File: config.mk
export PLATFORM = sky130hd
export DESIGN_NAME = thick_segment_quad_drag_top
export DESIGN_NICKNAME = d
export VERILOG_FILES = /design/src/sv/tsqd_pkg.sv /design/src/sv/tsqd_perp.sv /design/src/sv/thick_segment_quad_drag_top.sv
export SDC_FILE = /design/constraint.sdc
export NUM_CORES = 2
export LEC_CHECK = 0
export BUFFER_PORTS_ARGS = -buffer_cell sky130_fd_sc_hd__buf_2
export CORE_MARGIN = 2
export CORE_UTILIZATION = 38
export DETAILED_ROUTE_END_ITERATION = 8
export GPL_ROUTABILITY_DRIVEN = 0
export PLACE_DENSITY = 0.53
export SKIP_CTS_REPAIR_TIMING = 1
export SYNTH_ARGS = -nofsm -noshare
export SYNTH_HDL_FRONTEND = slang
export SYNTH_SLANG_ARGS = --single-unit
export TNS_END_PERCENT = 10
File: constraint.sdc
create_clock -name clk_i -period 62 [get_ports clk_i]
set_input_delay 3.1 -clock clk_i [delete_from_list [all_inputs] [get_ports clk_i]]
set_output_delay 3.1 -clock clk_i [all_outputs]
set_load 0.03 [all_outputs]
File: src/sv/tsqd_pkg.sv
// Package for the thick segment quad block.
// Holds widths, item and register codes, the perpendicular result type and the clamp helper.
// It depends on nothing; the other files refer to it by scoped names.
package tsqd_pkg;

  localparam int CW   = 16;  // coordinate width, signed Q12.4
  localparam int DW   = CW + 1;  // endpoint difference width
  localparam int TW   = 12;  // wall thickness width
  localparam int AW   = 15;  // area bound width
  localparam int NW   = TW + DW;  // numerator t * |d|
  localparam int DSW  = 2 * DW + 1;  // dx^2 + dy^2
  localparam int NNW  = 2 * NW;  // numerator squared
  localparam int QB   = TW;  // quotient bits
  localparam int ACCW = NNW + 4;  // accumulator width of the root loop
  localparam int MW   = QB + 1;  // rounded magnitude width
  localparam int OW   = MW + 1;  // signed offset width
  localparam int RW   = 2;  // register index width

  localparam logic KIND_SET  = 1'b0;
  localparam logic KIND_DRAG = 1'b1;

  localparam logic [RW-1:0] CFG_THICK  = 2'd0;
  localparam logic [RW-1:0] CFG_AREA_W = 2'd1;
  localparam logic [RW-1:0] CFG_AREA_H = 2'd2;

  localparam logic [TW-1:0] THICK_RST  = 12'd160;
  localparam logic [AW-1:0] AREA_W_RST = 15'd12800;
  localparam logic [AW-1:0] AREA_H_RST = 15'd9600;

  typedef struct packed {
    logic signed [OW-1:0] ox;
    logic signed [OW-1:0] oy;
  } perp_t;

  function automatic logic signed [CW-1:0] sat_coord(input logic signed [CW:0] v);
    logic signed [CW-1:0] r;
    if (v[CW] != v[CW-1]) begin
      r = v[CW] ? {1'b1, {(CW-1){1'b0}}} : {1'b0, {(CW-1){1'b1}}};
    end else begin
      r = v[CW-1:0];
    end
    return r;
  endfunction

endpackage

File: src/sv/tsqd_perp.sv
// Perpendicular offset unit: one shared multiplier and one shift-add compare loop.
// Gives t * (-dy, dx) / length, rounded half up per component, or (0, t) for zero length.
// Depends on tsqd_pkg.
module tsqd_perp (
  input  logic                         clk_i,
  input  logic                         rst_ni,
  input  logic                         start_i,
  input  logic signed [tsqd_pkg::DW-1:0] dx_i,
  input  logic signed [tsqd_pkg::DW-1:0] dy_i,
  input  logic [tsqd_pkg::TW-1:0]      thick_i,
  output logic                         done_o,
  output tsqd_pkg::perp_t              perp_o
);

  localparam logic [2:0] R_IDLE = 3'd0;
  localparam logic [2:0] R_MUL  = 3'd1;
  localparam logic [2:0] R_BIT  = 3'd2;
  localparam logic [2:0] R_RND  = 3'd3;
  localparam logic [2:0] R_DONE = 3'd4;

  logic [2:0] state_q, state_d;
  logic [2:0] step_q, step_d;
  logic [3:0] bit_q, bit_d;
  logic       comp_q, comp_d;

  logic [tsqd_pkg::DW-1:0]   ax_q, ax_d, ay_q, ay_d;
  logic                      dy_pos_q, dy_pos_d, dx_neg_q, dx_neg_d;
  logic [tsqd_pkg::TW-1:0]   t_q, t_d;
  logic [tsqd_pkg::DSW-1:0]  dsq_q, dsq_d;
  logic [tsqd_pkg::NW-1:0]   n0_q, n0_d, n1_q, n1_d;
  logic [tsqd_pkg::NNW-1:0]  nn0_q, nn0_d, nn1_q, nn1_d;
  logic [tsqd_pkg::ACCW-1:0] p_q, p_d;
  logic [tsqd_pkg::ACCW-1:0] qd_q, qd_d;
  logic [tsqd_pkg::QB-1:0]   q_q, q_d;
  logic [tsqd_pkg::MW-1:0]   mx_q, mx_d, my_q, my_d;

  logic [tsqd_pkg::NW-1:0]   mul_a, mul_b;
  logic [tsqd_pkg::NNW-1:0]  prod;
  logic [tsqd_pkg::ACCW-1:0] dsq_ext, nn_sel, qd_sh, ds_sh, cand, rnd_lhs, rnd_rhs;
  logic [tsqd_pkg::MW-1:0]   mag;
  logic [tsqd_pkg::OW-1:0]   mx_s, my_s;

  always_comb begin
    unique case (step_q)
      3'd0:    begin mul_a = tsqd_pkg::NW'(ax_q); mul_b = tsqd_pkg::NW'(ax_q); end
      3'd1:    begin mul_a = tsqd_pkg::NW'(ay_q); mul_b = tsqd_pkg::NW'(ay_q); end
      3'd2:    begin mul_a = tsqd_pkg::NW'(t_q);  mul_b = tsqd_pkg::NW'(ay_q); end
      3'd3:    begin mul_a = tsqd_pkg::NW'(t_q);  mul_b = tsqd_pkg::NW'(ax_q); end
      3'd4:    begin mul_a = n0_q;                mul_b = n0_q; end
      default: begin mul_a = n1_q;                mul_b = n1_q; end
    endcase
  end

  assign prod    = mul_a * mul_b;
  assign dsq_ext = tsqd_pkg::ACCW'(dsq_q);
  assign nn_sel  = comp_q ? tsqd_pkg::ACCW'(nn1_q) : tsqd_pkg::ACCW'(nn0_q);
  assign qd_sh   = qd_q << ({1'b0, bit_q} + 5'd1);
  assign ds_sh   = dsq_ext << {bit_q, 1'b0};
  assign cand    = p_q + qd_sh + ds_sh;
  assign rnd_lhs = (p_q << 2) + (qd_q << 2) + dsq_ext;
  assign rnd_rhs = nn_sel << 2;
  assign mag     = (rnd_lhs <= rnd_rhs) ? tsqd_pkg::MW'(q_q) + 1'b1 : tsqd_pkg::MW'(q_q);

  always_comb begin
    state_d  = state_q;
    step_d   = step_q;
    bit_d    = bit_q;
    comp_d   = comp_q;
    ax_d     = ax_q;
    ay_d     = ay_q;
    dy_pos_d = dy_pos_q;
    dx_neg_d = dx_neg_q;
    t_d      = t_q;
    dsq_d    = dsq_q;
    n0_d     = n0_q;
    n1_d     = n1_q;
    nn0_d    = nn0_q;
    nn1_d    = nn1_q;
    p_d      = p_q;
    qd_d     = qd_q;
    q_d      = q_q;
    mx_d     = mx_q;
    my_d     = my_q;
    unique case (state_q)
      R_IDLE: begin
        if (start_i) begin
          ax_d     = dx_i[tsqd_pkg::DW-1] ? tsqd_pkg::DW'(-dx_i) : dx_i;
          ay_d     = dy_i[tsqd_pkg::DW-1] ? tsqd_pkg::DW'(-dy_i) : dy_i;
          dy_pos_d = (dy_i > 0);
          dx_neg_d = dx_i[tsqd_pkg::DW-1];
          t_d      = thick_i;
          step_d   = 3'd0;
          state_d  = R_MUL;
        end
      end
      R_MUL: begin
        unique case (step_q)
          3'd0:    dsq_d = tsqd_pkg::DSW'(prod);
          3'd1:    dsq_d = dsq_q + tsqd_pkg::DSW'(prod);
          3'd2:    n0_d  = tsqd_pkg::NW'(prod);
          3'd3:    n1_d  = tsqd_pkg::NW'(prod);
          3'd4:    nn0_d = prod;
          default: nn1_d = prod;
        endcase
        step_d = step_q + 3'd1;
        if (step_q == 3'd5) begin
          comp_d = 1'b0;
          bit_d  = 4'(tsqd_pkg::QB - 1);
          p_d    = '0;
          qd_d   = '0;
          q_d    = '0;
          if (dsq_q == '0) begin
            mx_d    = '0;
            my_d    = tsqd_pkg::MW'(t_q);
            state_d = R_DONE;
          end else begin
            state_d = R_BIT;
          end
        end
      end
      R_BIT: begin
        if (cand <= nn_sel) begin
          p_d        = cand;
          qd_d       = qd_q + (dsq_ext << bit_q);
          q_d[bit_q] = 1'b1;
        end
        bit_d = bit_q - 4'd1;
        if (bit_q == 4'd0) begin
          state_d = R_RND;
        end
      end
      R_RND: begin
        if (comp_q) begin
          my_d    = mag;
          state_d = R_DONE;
        end else begin
          mx_d    = mag;
          comp_d  = 1'b1;
          bit_d   = 4'(tsqd_pkg::QB - 1);
          p_d     = '0;
          qd_d    = '0;
          q_d     = '0;
          state_d = R_BIT;
        end
      end
      R_DONE: begin
        state_d = R_IDLE;
      end
      default: begin
        state_d = R_IDLE;
      end
    endcase
  end

  always_ff @(posedge clk_i or negedge rst_ni) begin
    if (!rst_ni) begin
      state_q <= R_IDLE;
      step_q  <= '0;
      bit_q   <= '0;
      comp_q  <= 1'b0;
    end else begin
      state_q <= state_d;
      step_q  <= step_d;
      bit_q   <= bit_d;
      comp_q  <= comp_d;
    end
  end

  always_ff @(posedge clk_i) begin
    ax_q     <= ax_d;
    ay_q     <= ay_d;
    dy_pos_q <= dy_pos_d;
    dx_neg_q <= dx_neg_d;
    t_q      <= t_d;
    dsq_q    <= dsq_d;
    n0_q     <= n0_d;
    n1_q     <= n1_d;
    nn0_q    <= nn0_d;
    nn1_q    <= nn1_d;
    p_q      <= p_d;
    qd_q     <= qd_d;
    q_q      <= q_d;
    mx_q     <= mx_d;
    my_q     <= my_d;
  end

  assign mx_s      = {1'b0, mx_q};
  assign my_s      = {1'b0, my_q};
  assign done_o    = (state_q == R_DONE);
  assign perp_o.ox = dy_pos_q ? -$signed(mx_s) : $signed(mx_s);
  assign perp_o.oy = dx_neg_q ? -$signed(my_s) : $signed(my_s);

endmodule

File: src/sv/thick_segment_quad_drag_top.sv
// Top level of the thick segment quad block: endpoint store, drag logic and output register.
// Depends on tsqd_pkg and tsqd_perp.
//
// Usage: each input item either sets one endpoint or drags the segment by the mouse
// position plus a grab offset, captured when drag_start is set. A drag that would put
// either endpoint outside the area is undone and flagged in m_axis_tuser.
// Every input item gives exactly one result item: the four corners of the segment
// widened by the thickness register on both sides, clamped to the coordinate range.
// Configuration writes go through the cfg channel, which is always ready; they are
// meant to happen while no item is in flight.
// From input accept to m_axis_tvalid an item passes the update and start states, a
// six-step multiply phase, two root loops in tsqd_perp and the hand-off states R_DONE
// and S_OUT. The input is not ready during that time, so a new item is taken only
// after the result of the last one has been registered.
// Zero-length segments skip the root loops.
// If the receiver stalls, the result is held in the output register; the block
// still takes the next item but cannot finish it until the register is free.
// Reset clears both endpoints and the grab offset and loads the register defaults.
module thick_segment_quad_drag_top (
  input  logic         clk_i,
  input  logic         rst_ni,
  input  logic         s_axis_tvalid,
  output logic         s_axis_tready,
  input  logic [31:0]  s_axis_tdata,   // pos_x, pos_y
  input  logic [2:0]   s_axis_tuser,   // kind, endpoint_sel, drag_start
  output logic         m_axis_tvalid,
  input  logic         m_axis_tready,
  output logic [127:0] m_axis_tdata,   // a_x, a_y, b_x, b_y, c_x, c_y, d_x, d_y
  output logic [0:0]   m_axis_tuser,   // move_rejected
  input  logic         cfg_valid_i,
  output logic         cfg_ready_o,
  input  logic [1:0]   cfg_addr_i,
  input  logic [14:0]  cfg_data_i
);

  localparam int CW = tsqd_pkg::CW;
  localparam int DW = tsqd_pkg::DW;

  localparam logic [2:0] S_IDLE = 3'd0;
  localparam logic [2:0] S_UPD  = 3'd1;
  localparam logic [2:0] S_DIFF = 3'd2;
  localparam logic [2:0] S_WAIT = 3'd3;
  localparam logic [2:0] S_OUT  = 3'd4;

  logic [2:0] state_q, state_d;

  logic [tsqd_pkg::TW-1:0] thick_q;
  logic [tsqd_pkg::AW-1:0] area_w_q, area_h_q;

  logic signed [CW-1:0] end_x_q [2];
  logic signed [CW-1:0] end_y_q [2];
  logic signed [DW-1:0] grab_x_q, grab_y_q;

  logic                 kind_q, sel_q, start_q, rej_q;
  logic signed [CW-1:0] px_q, py_q;

  logic                 out_valid_q;
  logic [127:0]         out_data_q;
  logic                 out_rej_q;

  logic signed [DW-1:0]   gx, gy, dx, dy;
  logic signed [DW:0]     n0x, n0y;
  logic signed [DW+1:0]   n1x, n1y;
  logic                   in0, in1;
  logic                   perp_done, perp_start;
  tsqd_pkg::perp_t        perp;
  logic signed [CW:0]     ca_x, ca_y, cb_x, cb_y, cc_x, cc_y, cd_x, cd_y;
  logic signed [CW:0]     ox_e, oy_e;

  function automatic logic is_inside(input logic signed [DW+1:0] x,
                                     input logic signed [DW+1:0] y,
                                     input logic [tsqd_pkg::AW-1:0] w,
                                     input logic [tsqd_pkg::AW-1:0] h);
    return !x[DW+1] && !y[DW+1] &&
           (x <= $signed({4'b0, w})) && (y <= $signed({4'b0, h})) &&
           (x <= $signed((DW+2)'(2 ** (CW - 1) - 1))) &&
           (y <= $signed((DW+2)'(2 ** (CW - 1) - 1)));
  endfunction

  assign dx = $signed({end_x_q[1][CW-1], end_x_q[1]}) - $signed({end_x_q[0][CW-1], end_x_q[0]});
  assign dy = $signed({end_y_q[1][CW-1], end_y_q[1]}) - $signed({end_y_q[0][CW-1], end_y_q[0]});

  assign gx = start_q ? $signed({end_x_q[0][CW-1], end_x_q[0]}) - $signed({px_q[CW-1], px_q})
                      : grab_x_q;
  assign gy = start_q ? $signed({end_y_q[0][CW-1], end_y_q[0]}) - $signed({py_q[CW-1], py_q})
                      : grab_y_q;
  assign n0x = $signed({{2{px_q[CW-1]}}, px_q}) + $signed({gx[DW-1], gx});
  assign n0y = $signed({{2{py_q[CW-1]}}, py_q}) + $signed({gy[DW-1], gy});
  assign n1x = $signed({n0x[DW], n0x}) + $signed({{2{dx[DW-1]}}, dx});
  assign n1y = $signed({n0y[DW], n0y}) + $signed({{2{dy[DW-1]}}, dy});
  assign in0 = is_inside($signed({n0x[DW], n0x}), $signed({n0y[DW], n0y}), area_w_q, area_h_q);
  assign in1 = is_inside(n1x, n1y, area_w_q, area_h_q);

  assign perp_start = (state_q == S_DIFF);

  tsqd_perp u_perp (
    .clk_i   (clk_i),
    .rst_ni  (rst_ni),
    .start_i (perp_start),
    .dx_i    (dx),
    .dy_i    (dy),
    .thick_i (thick_q),
    .done_o  (perp_done),
    .perp_o  (perp)
  );

  assign ox_e = (CW+1)'(perp.ox);
  assign oy_e = (CW+1)'(perp.oy);
  assign ca_x = $signed({end_x_q[0][CW-1], end_x_q[0]}) + ox_e;
  assign ca_y = $signed({end_y_q[0][CW-1], end_y_q[0]}) + oy_e;
  assign cb_x = $signed({end_x_q[1][CW-1], end_x_q[1]}) + ox_e;
  assign cb_y = $signed({end_y_q[1][CW-1], end_y_q[1]}) + oy_e;
  assign cc_x = $signed({end_x_q[1][CW-1], end_x_q[1]}) - ox_e;
  assign cc_y = $signed({end_y_q[1][CW-1], end_y_q[1]}) - oy_e;
  assign cd_x = $signed({end_x_q[0][CW-1], end_x_q[0]}) - ox_e;
  assign cd_y = $signed({end_y_q[0][CW-1], end_y_q[0]}) - oy_e;

  always_comb begin
    state_d = state_q;
    unique case (state_q)
      S_IDLE:  if (s_axis_tvalid) state_d = S_UPD;
      S_UPD:   state_d = S_DIFF;
      S_DIFF:  state_d = S_WAIT;
      S_WAIT:  if (perp_done) state_d = S_OUT;
      S_OUT:   if (!out_valid_q || m_axis_tready) state_d = S_IDLE;
      default: state_d = S_IDLE;
    endcase
  end

  always_ff @(posedge clk_i or negedge rst_ni) begin
    if (!rst_ni) begin
      state_q     <= S_IDLE;
      out_valid_q <= 1'b0;
      thick_q     <= tsqd_pkg::THICK_RST;
      area_w_q    <= tsqd_pkg::AREA_W_RST;
      area_h_q    <= tsqd_pkg::AREA_H_RST;
      end_x_q[0]  <= '0;
      end_x_q[1]  <= '0;
      end_y_q[0]  <= '0;
      end_y_q[1]  <= '0;
      grab_x_q    <= '0;
      grab_y_q    <= '0;
    end else begin
      state_q <= state_d;
      if (cfg_valid_i) begin
        unique case (cfg_addr_i)
          tsqd_pkg::CFG_THICK:  thick_q  <= cfg_data_i[tsqd_pkg::TW-1:0];
          tsqd_pkg::CFG_AREA_W: area_w_q <= cfg_data_i;
          tsqd_pkg::CFG_AREA_H: area_h_q <= cfg_data_i;
          default: ;
        endcase
      end
      if (state_q == S_UPD) begin
        if (kind_q == tsqd_pkg::KIND_SET) begin
          end_x_q[sel_q] <= px_q;
          end_y_q[sel_q] <= py_q;
        end else begin
          grab_x_q <= gx;
          grab_y_q <= gy;
          if (in0 && in1) begin
            end_x_q[0] <= n0x[CW-1:0];
            end_y_q[0] <= n0y[CW-1:0];
            end_x_q[1] <= n1x[CW-1:0];
            end_y_q[1] <= n1y[CW-1:0];
          end
        end
      end
      if (state_q == S_OUT && (!out_valid_q || m_axis_tready)) begin
        out_valid_q <= 1'b1;
      end else if (m_axis_tready) begin
        out_valid_q <= 1'b0;
      end
    end
  end

  always_ff @(posedge clk_i) begin
    if (state_q == S_IDLE && s_axis_tvalid) begin
      kind_q  <= s_axis_tuser[0];
      sel_q   <= s_axis_tuser[1];
      start_q <= s_axis_tuser[2];
      px_q    <= s_axis_tdata[15:0];
      py_q    <= s_axis_tdata[31:16];
    end
    if (state_q == S_UPD) begin
      rej_q <= (kind_q == tsqd_pkg::KIND_DRAG) && !(in0 && in1);
    end
    if (state_q == S_OUT && (!out_valid_q || m_axis_tready)) begin
      out_rej_q  <= rej_q;
      out_data_q <= {tsqd_pkg::sat_coord(cd_y), tsqd_pkg::sat_coord(cd_x),
                     tsqd_pkg::sat_coord(cc_y), tsqd_pkg::sat_coord(cc_x),
                     tsqd_pkg::sat_coord(cb_y), tsqd_pkg::sat_coord(cb_x),
                     tsqd_pkg::sat_coord(ca_y), tsqd_pkg::sat_coord(ca_x)};
    end
  end

  assign s_axis_tready   = (state_q == S_IDLE);
  assign m_axis_tvalid   = out_valid_q;
  assign m_axis_tdata    = out_data_q;
  assign m_axis_tuser[0] = out_rej_q;
  assign cfg_ready_o     = 1'b1;

  a_done_in_wait: assert property (@(posedge clk_i) disable iff (!rst_ni)
    perp_done |-> state_q == S_WAIT)
    else $error("perpendicular unit finished outside the wait state");

  a_accept_to_update: assert property (@(posedge clk_i) disable iff (!rst_ni)
    (s_axis_tvalid && s_axis_tready) |=> state_q == S_UPD)
    else $error("accepted item did not enter the update step");

  a_drag_stays_inside: assert property (@(posedge clk_i) disable iff (!rst_ni)
    (state_q == S_UPD && kind_q == tsqd_pkg::KIND_DRAG && in0 && in1)
      |=> !end_x_q[0][CW-1] && !end_y_q[0][CW-1] && !end_x_q[1][CW-1] && !end_y_q[1][CW-1])
    else $error("accepted drag left an endpoint at a negative coordinate");

endmodule
## Yosys cells after proc, flatten, opt, wreduce, memory -nomap -nowiden

Index checks and enable logic that the tools add are counted.

| word-level totals | value |
|---|---|
| flip-flop bits (word level) | 739 |
| word-level logic and storage cells | 257 |

| operators by class | value |
|---|---|
| $add $sub $neg | 30 |
| $mul | 1 |
| eq/ne operators | 34 |
| magnitude comparators | 15 |
| reduce and logical (&&, ||, !) cells | 57 |
| shifts and indexed selects | 3 |
| multiplexer cells | 74 |
| bitwise gates (word level) | 3 |

Operators with widths:

| cell | number |
|---|---|
| case mux 62 bit (3 select lines) | 2 |
| two-way mux 16 bit | 19 |
| adder 62 bit | 4 |
| two-way mux 62 bit | 4 |
| two-way mux 32 bit | 4 |
| less-or-equal comparator 62 bit | 2 |
| case mux 29 bit (4 select lines) | 1 |
| two-way mux 13 bit | 7 |
| case mux 29 bit (3 select lines) | 1 |
| case mux 35 bit (2 select lines) | 1 |
| adder 16 x 14 -> 17 bit | 4 |
| subtractor 16 x 14 -> 17 bit | 4 |
| subtractor 16 x 16 -> 17 bit | 4 |
| bitwise mux 32 bit | 2 |
| adder 62 x 35 -> 62 bit | 1 |
| left shift 35 x 4 -> 62 bit | 1 |
| left shift 35 x 5 -> 62 bit | 1 |
| left shift 62 x 5 -> 62 bit | 1 |
| multiplier 29 x 29 -> 58 bit | 1 |
| two-way mux 58 bit | 1 |
| case mux 13 bit (2 select lines) | 2 |
| adder 18 x 17 -> 19 bit | 2 |
| less-or-equal comparator 19 x 16 -> 1 bit | 2 |
| less-or-equal comparator 19 x 16 -> 1 bit (second input constant) | 2 |
| other kinds (54) | 144 |

## Logic depth before layout (Yosys ltp)

| logic depth | value |
|---|---|
| depth in word-level cells | 13 |
| mapped depth | 49 |
| depth with buffers taken out | 45 |

## By module

From an unflattened synthesis, not the netlist that was laid out.

| second synthesis, totals | value |
|---|---|
| cells, all modules | 10090 |
| area total of the unflattened synthesis | 91104.9 um^2 |

Modules (own cells, without submodules):

| module | area each (um^2) | times used | seq. area each (um^2) | cells an instance |
|---|---|---|---|---|
| tsqd_perp | 66318.6 | 1 | 12857.3 | 7433 |
| thick_segment_quad_drag_top | 24786.3 | 1 | 8569.5 | 2657 |

## Worst setup path before layout

OpenSTA, ideal clock, no wires.

| timing path | value |
|---|---|
| path type | register to register |
| start point | register u_perp.bit_q[0] |
| end point | register u_perp.p_q[0] (netlist bit) (enable) |
| stages on the path, launching flop included | 35 |
| clock period less this slack | 23323 ps |
| setup time | 1000 ps |
| data arrival time | 22323 ps |
| data required time | 61000 ps |
| setup slack | 38677 ps |
| path through | dfrtp_1 -> buf_2 -> buf_1 -> clkbuf_1 -> inv_1 -> clkbuf_1 -> ha_1 -> buf_1 -> buf_1 -> clkbuf_1 -> buf_1 -> clkbuf_1 -> nor3_1 -> and3_1 -> fa_1 -> ha_1 -> fa_1 -> a211oi_1 -> o21ai_1 -> a211oi_1 -> o21ai_1 -> a31oi_1 -> o21ai_1 -> a221o_1 -> a21oi_1 -> o21ai_1 -> a221oi_1 -> xnor2_1 -> ha_1 -> nand4_1 -> nor4_1 -> nand4_1 -> o31ai_1 -> o211ai_1 -> o41ai_1 |

| between the ends | value |
|---|---|
| word-level cells in the longest chain between the ends | 7 |
| elaborated cells on any way between the ends | 8 |
| classes of those cells | add/sub (3); order compare (1); eq/ne (1); shift (2); reduce/logical (1) |

RTL lines:

| element | RTL line | RTL |
|---|---|---|
| from (decl) | tsqd_perp.sv:23 | `logic [3:0] bit_q, bit_d;` |
| from (signal assigned) | tsqd_perp.sv:164 | `bit_q <= bit_d;` |
| adder 4 x 1 -> 5 bit | tsqd_perp.sv:57 | `assign qd_sh = qd_q << ({1'b0, bit_q} + 5'd1);` |
| left shift 62 x 5 -> 62 bit | tsqd_perp.sv:57 |  |
| adder 62 bit | tsqd_perp.sv:59 | `assign cand = p_q + qd_sh + ds_sh;` |
| adder 62 bit (*) | tsqd_perp.sv:59 |  |
| via u_perp.cand (one bit) | tsqd_perp.sv:39 | `logic [tsqd_pkg::ACCW-1:0] dsq_ext, nn_sel, qd_sh, ds_sh, cand, rnd_lhs, rnd_rhs;` |
| less-or-equal comparator 62 bit (*) | tsqd_perp.sv:122 | `if (cand <= nn_sel) begin` |
| != test 2 x 1 -> 1 bit (no line) (*) | n/a |  |
| AND reduction 4 bit (no line) (*) | n/a |  |
| to (signal assigned) | tsqd_perp.sv:180 | `p_q <= p_d;` |
| to (decl) | tsqd_perp.sv:32 | `logic [tsqd_pkg::ACCW-1:0] p_q, p_d;` |

Mark *: on every way through the listed nets, which the timed path passes. The rest lies on a longest branch.
A chain may end at the register's enable or synchronous reset.

## Final worst setup path

| timing path | value |
|---|---|
| start point | register u_perp.step_q[0] |
| end point | register u_perp.dsq_q[34] (netlist bit) (data pin) |

| between the ends | value |
|---|---|
| word-level cells in the longest chain between the ends | 6 |
| elaborated cells on any way between the ends | 13 |
| classes of those cells | add/sub (1); mul (1); eq/ne (4); mux (3); reduce/logical (4) |

RTL lines:

| element | RTL line | RTL |
|---|---|---|
| from (decl) | tsqd_perp.sv:22 | `logic [2:0] step_q, step_d;` |
| from (signal assigned) | tsqd_perp.sv:163 | `step_q <= step_d;` |
| equality test 3 x 2 -> 1 bit (tied with other cells) | tsqd_perp.sv:44 | `unique case (step_q)` |
| OR reduction 2 bit (no line) | n/a |  |
| case mux 29 bit (4 select lines) / case mux 29 bit (3 select lines) (equally long branches) | tsqd_perp.sv:44 |  |
| multiplier 29 x 29 -> 58 bit (*) | tsqd_perp.sv:54 | `assign prod = mul_a * mul_b;` |
| via u_perp.prod (one bit) | tsqd_perp.sv:38 | `logic [tsqd_pkg::NNW-1:0] prod;` |
| adder 35 bit (*) | tsqd_perp.sv:99 | `3'd1: dsq_d = dsq_q + tsqd_pkg::DSW'(prod);` |
| case mux 35 bit (2 select lines) (*) | tsqd_perp.sv:97 | `unique case (step_q)` |
| to (signal assigned) | tsqd_perp.sv:175 | `dsq_q <= dsq_d;` |
| to (decl) | tsqd_perp.sv:29 | `logic [tsqd_pkg::DSW-1:0] dsq_q, dsq_d;` |

Marks and branches as above.

==> flow_summary.toml <==
[route]
num_vias = 75144
wire_per_inst_um = 24.52
antenna_left = 0
drc = 7
firstDrtPassIters = 9
drt-initial-drc-count = 7401
vias_per_cell = 5.697
wirelength_mm = 323.4

[timing]
final_hold_viol_count = 0
slew_violations = 0
rsz0062_at_grt = "no"
setup_viol = 0
fin_crit_sh_pct = 19.10
slew_headroom_pct = 11.86
finalClockSkew_ns = 0.08340
worstMarginPinSlew_ns = 1.285
holdWs_ns = 0.4498
finalSetupTns_ns = 0
fmax_mhz = 84.46
fin_crit_ns = 11.84

[floorplanning]
die-area_mm2 = 0.2422
die-width_um = 492.2
pin_count = 189
start_util_pct = 38.15
fp.dieH_um = 492.2
num_rows = 179
core_area_mm2 = 0.2374

[global_routing]
grt_max_degree = 137
grt_pass1_wl_mm = 480.7
antenna_found_initial = 10
grt_pass1_vias = 74657
grt_util_all_layers_pct = 26.22
overflow = 0

[synthesis]
async_flop_share_pct = 20.97
synth_cell_type_count = 91
synth_top_family_by_area = "adder cells"
synth_edf_count = 584
synth_compound_gate_area_share_pct = 14.78
yosys.area_share.simple_pct = 14.01
synth_ff_type = "edfxtp_1"
yosysWarnings = 0
netlist_instances = 9936
synth_fp_nets = 11761
synth_fa_ha_area_share_pct = 31.38
synthMuxAreaShare_pct = 4.341
synth-xor-area-share_pct = 5.000
ys_ff_latch = 739
avgSynthCellArea_um2 = 9.114
syn_area_mm2 = 0.09056
seq_area_frac_synth_pct = 23.66

[worst_setup_path]
worstSetupStartpointType = "register"
crit_path_top_delay_cell = "a21oi_2"
cp.required_ns = 62.46
path_class = "reg -> reg"
path_max_fanout = 29
slowest_delay_ns = 0.75
arrival_ns = 12.30
worstSetupEndpointType = "register"

[finish]
final_cell_mix = "inv_1, nand2_1, ha_1"
layout-drive-gt1-share_pct = 7.395
area.growth.synth_to_final_pct = 8.639
nets = 11770
nFillCells = 23562
final_common_cell = "inv_1"

[placement]
io_buffers = 187
hpwl_mm = 257.6

[status]
violations = "DRC"
status = "finished with violations"

[clock_network]
numClockSinks = 739
clockBufferDepth = 3
htree_levels = 3
cts_tree = "yes"
clk_pin_slew_worst_paths_ns = 0.06
insertion_delay_ns = 0.78
numCtsBuffers = 91
root_buffer = "clkbuf_16"

[flow_run]
cap_violations = 0

[hold_path]
hold_path.class = "reg -> reg"
-- layout make-up --
class | instances | area, µm² | area share (%)
inverters | 1225 | 4598 | 4.674
repair buffers | 327 | 2018 | 2.051
flip-flops and latches | 739 | 21440 | 21.80
diodes | 3 | 7.507 | 0.007630
clock inverters | 65 | 814.5 | 0.8279
well taps | 3167 | 3963 | 4.028
multi-input cells | 7561 | 63200 | 64.24
clock buffers | 103 | 2342 | 2.381
-- flip-flops by register name, summed over array words and instances, names as in the netlist, 17 cells and up --
name          count
m_axis_tdata    128
u_perp.p_q       62
u_perp.qd_q      62
u_perp.nn0_q     58
u_perp.nn1_q     58
u_perp.dsq_q     35
end_x_q          32
end_y_q          32
u_perp.n0_q      29
u_perp.n1_q      29
grab_x_q         17
grab_y_q         17
u_perp.ax_q      17
u_perp.ay_q      17
-- path summary, 6_finish.rpt --
kind / start / endpoint / slack, ns / cells past startpoint
setup / recovery: u_perp.step_q[0]$_DFFE_PN0P_ / u_perp.dsq_q[34]$_DFFE_PP_ / 50.16 / 40
hold / removal: thick_q[3]$_DFFE_PN0P_ / u_perp.t_q[3]$_DFFE_PP_ / 0.45 / 0
setup reg to reg: u_perp.step_q[0]$_DFFE_PN0P_ / u_perp.dsq_q[34]$_DFFE_PP_ / 50.16 / 40
hold reg to reg: thick_q[3]$_DFFE_PN0P_ / u_perp.t_q[3]$_DFFE_PP_ / 0.45 / 0
max in group asynchronous: rst_ni / u_perp.bit_q[0]$_DFFE_PN0P_ / 58.38 / 2
min in group asynchronous: rst_ni / grab_x_q[6]$_DFFE_PN0P_ / 2.24 / 1
-- metal layers --
| layer | GRT usage, % | up-vias | part of all wire (%) |
|---|---|---|---|
| li1 | - | 33958 | - |
| met1 | 35.33 | 37365 | 42 |
| met2 | 41.76 | 3177 | 45 |
| met3 | 4.572 | 640 | 8.1 |
| met4 | 10.55 | 4 | 4.9 |
| met5 | 0 | - | 0.0077 |
-- through the flow --
step / setup slack, ns / area, µm² / std cells / utilization [%]
5_1_grt: 49.53 / 98380 / 13187 / 41.44
4_1_cts: 50.30 / 98380 / 13187 / 41.44
6_report: 50.16 / 98380 / 13190 / 41.44
2_1_floorplan: 38.68 / 90560 / 9936 / -
3_5_place_dp: 50.30 / 95220 / 13019 / 40.11
3_3_place_gp: 50.50 / 95220 / 13019 / 40.11
-- Yosys cell counts, types with 83 or more instances --
library cell     n  area, µm²
ha_1           930      11640
dfrtp_1        146       3654
a31oi_1         83      519.3
nand2b_1       106      663.1
nor3_1         107      535.5
nand3_1        103      515.5
o21ai_1        107      535.5
mux2_2          92       1036
xor2_1         158       1384
o21ai_0        363       1817
fa_1           838      16780
nand4_1         86      538.0
mux2i_1        206       2062
nand2_1       1086       4076
and2_1         139      869.6
a21o_1         251       1884
edfxtp_1       584      17540
nor2b_1         99      619.3
clkbuf_1       345       1295
nor2_1         851       3194
xnor2_1        359       3144
o21bai_1        97      728.2
a21oi_1        680       3403
inv_1         1205       4523
-- worst max-delay path, delay by kind of cell (launching register included) --
family / cells / cell delay (ns)
buffers and inverters: 4 / 0.57
AOI/OAI and AO/OA: 12 / 3.07
and+or+nand+nor: 10 / 2.34
DFF: 1 / 0.41
xor gates and xnor gates: 2 / 0.62
adders and majority gates: 12 / 4.53
-- cells by family after synthesis --
group	count (synthesis)
adders and majority gates	1769
AOI/OAI and AO/OA	2120
other	1
muxes	335
buffers and inverters	1636
DFF	739
and+or+nand+nor	2819
xor gates and xnor gates	517
Power is not shown: default switching activity piles up to over one toggle a cycle in this logic, so the estimate is an artifact.
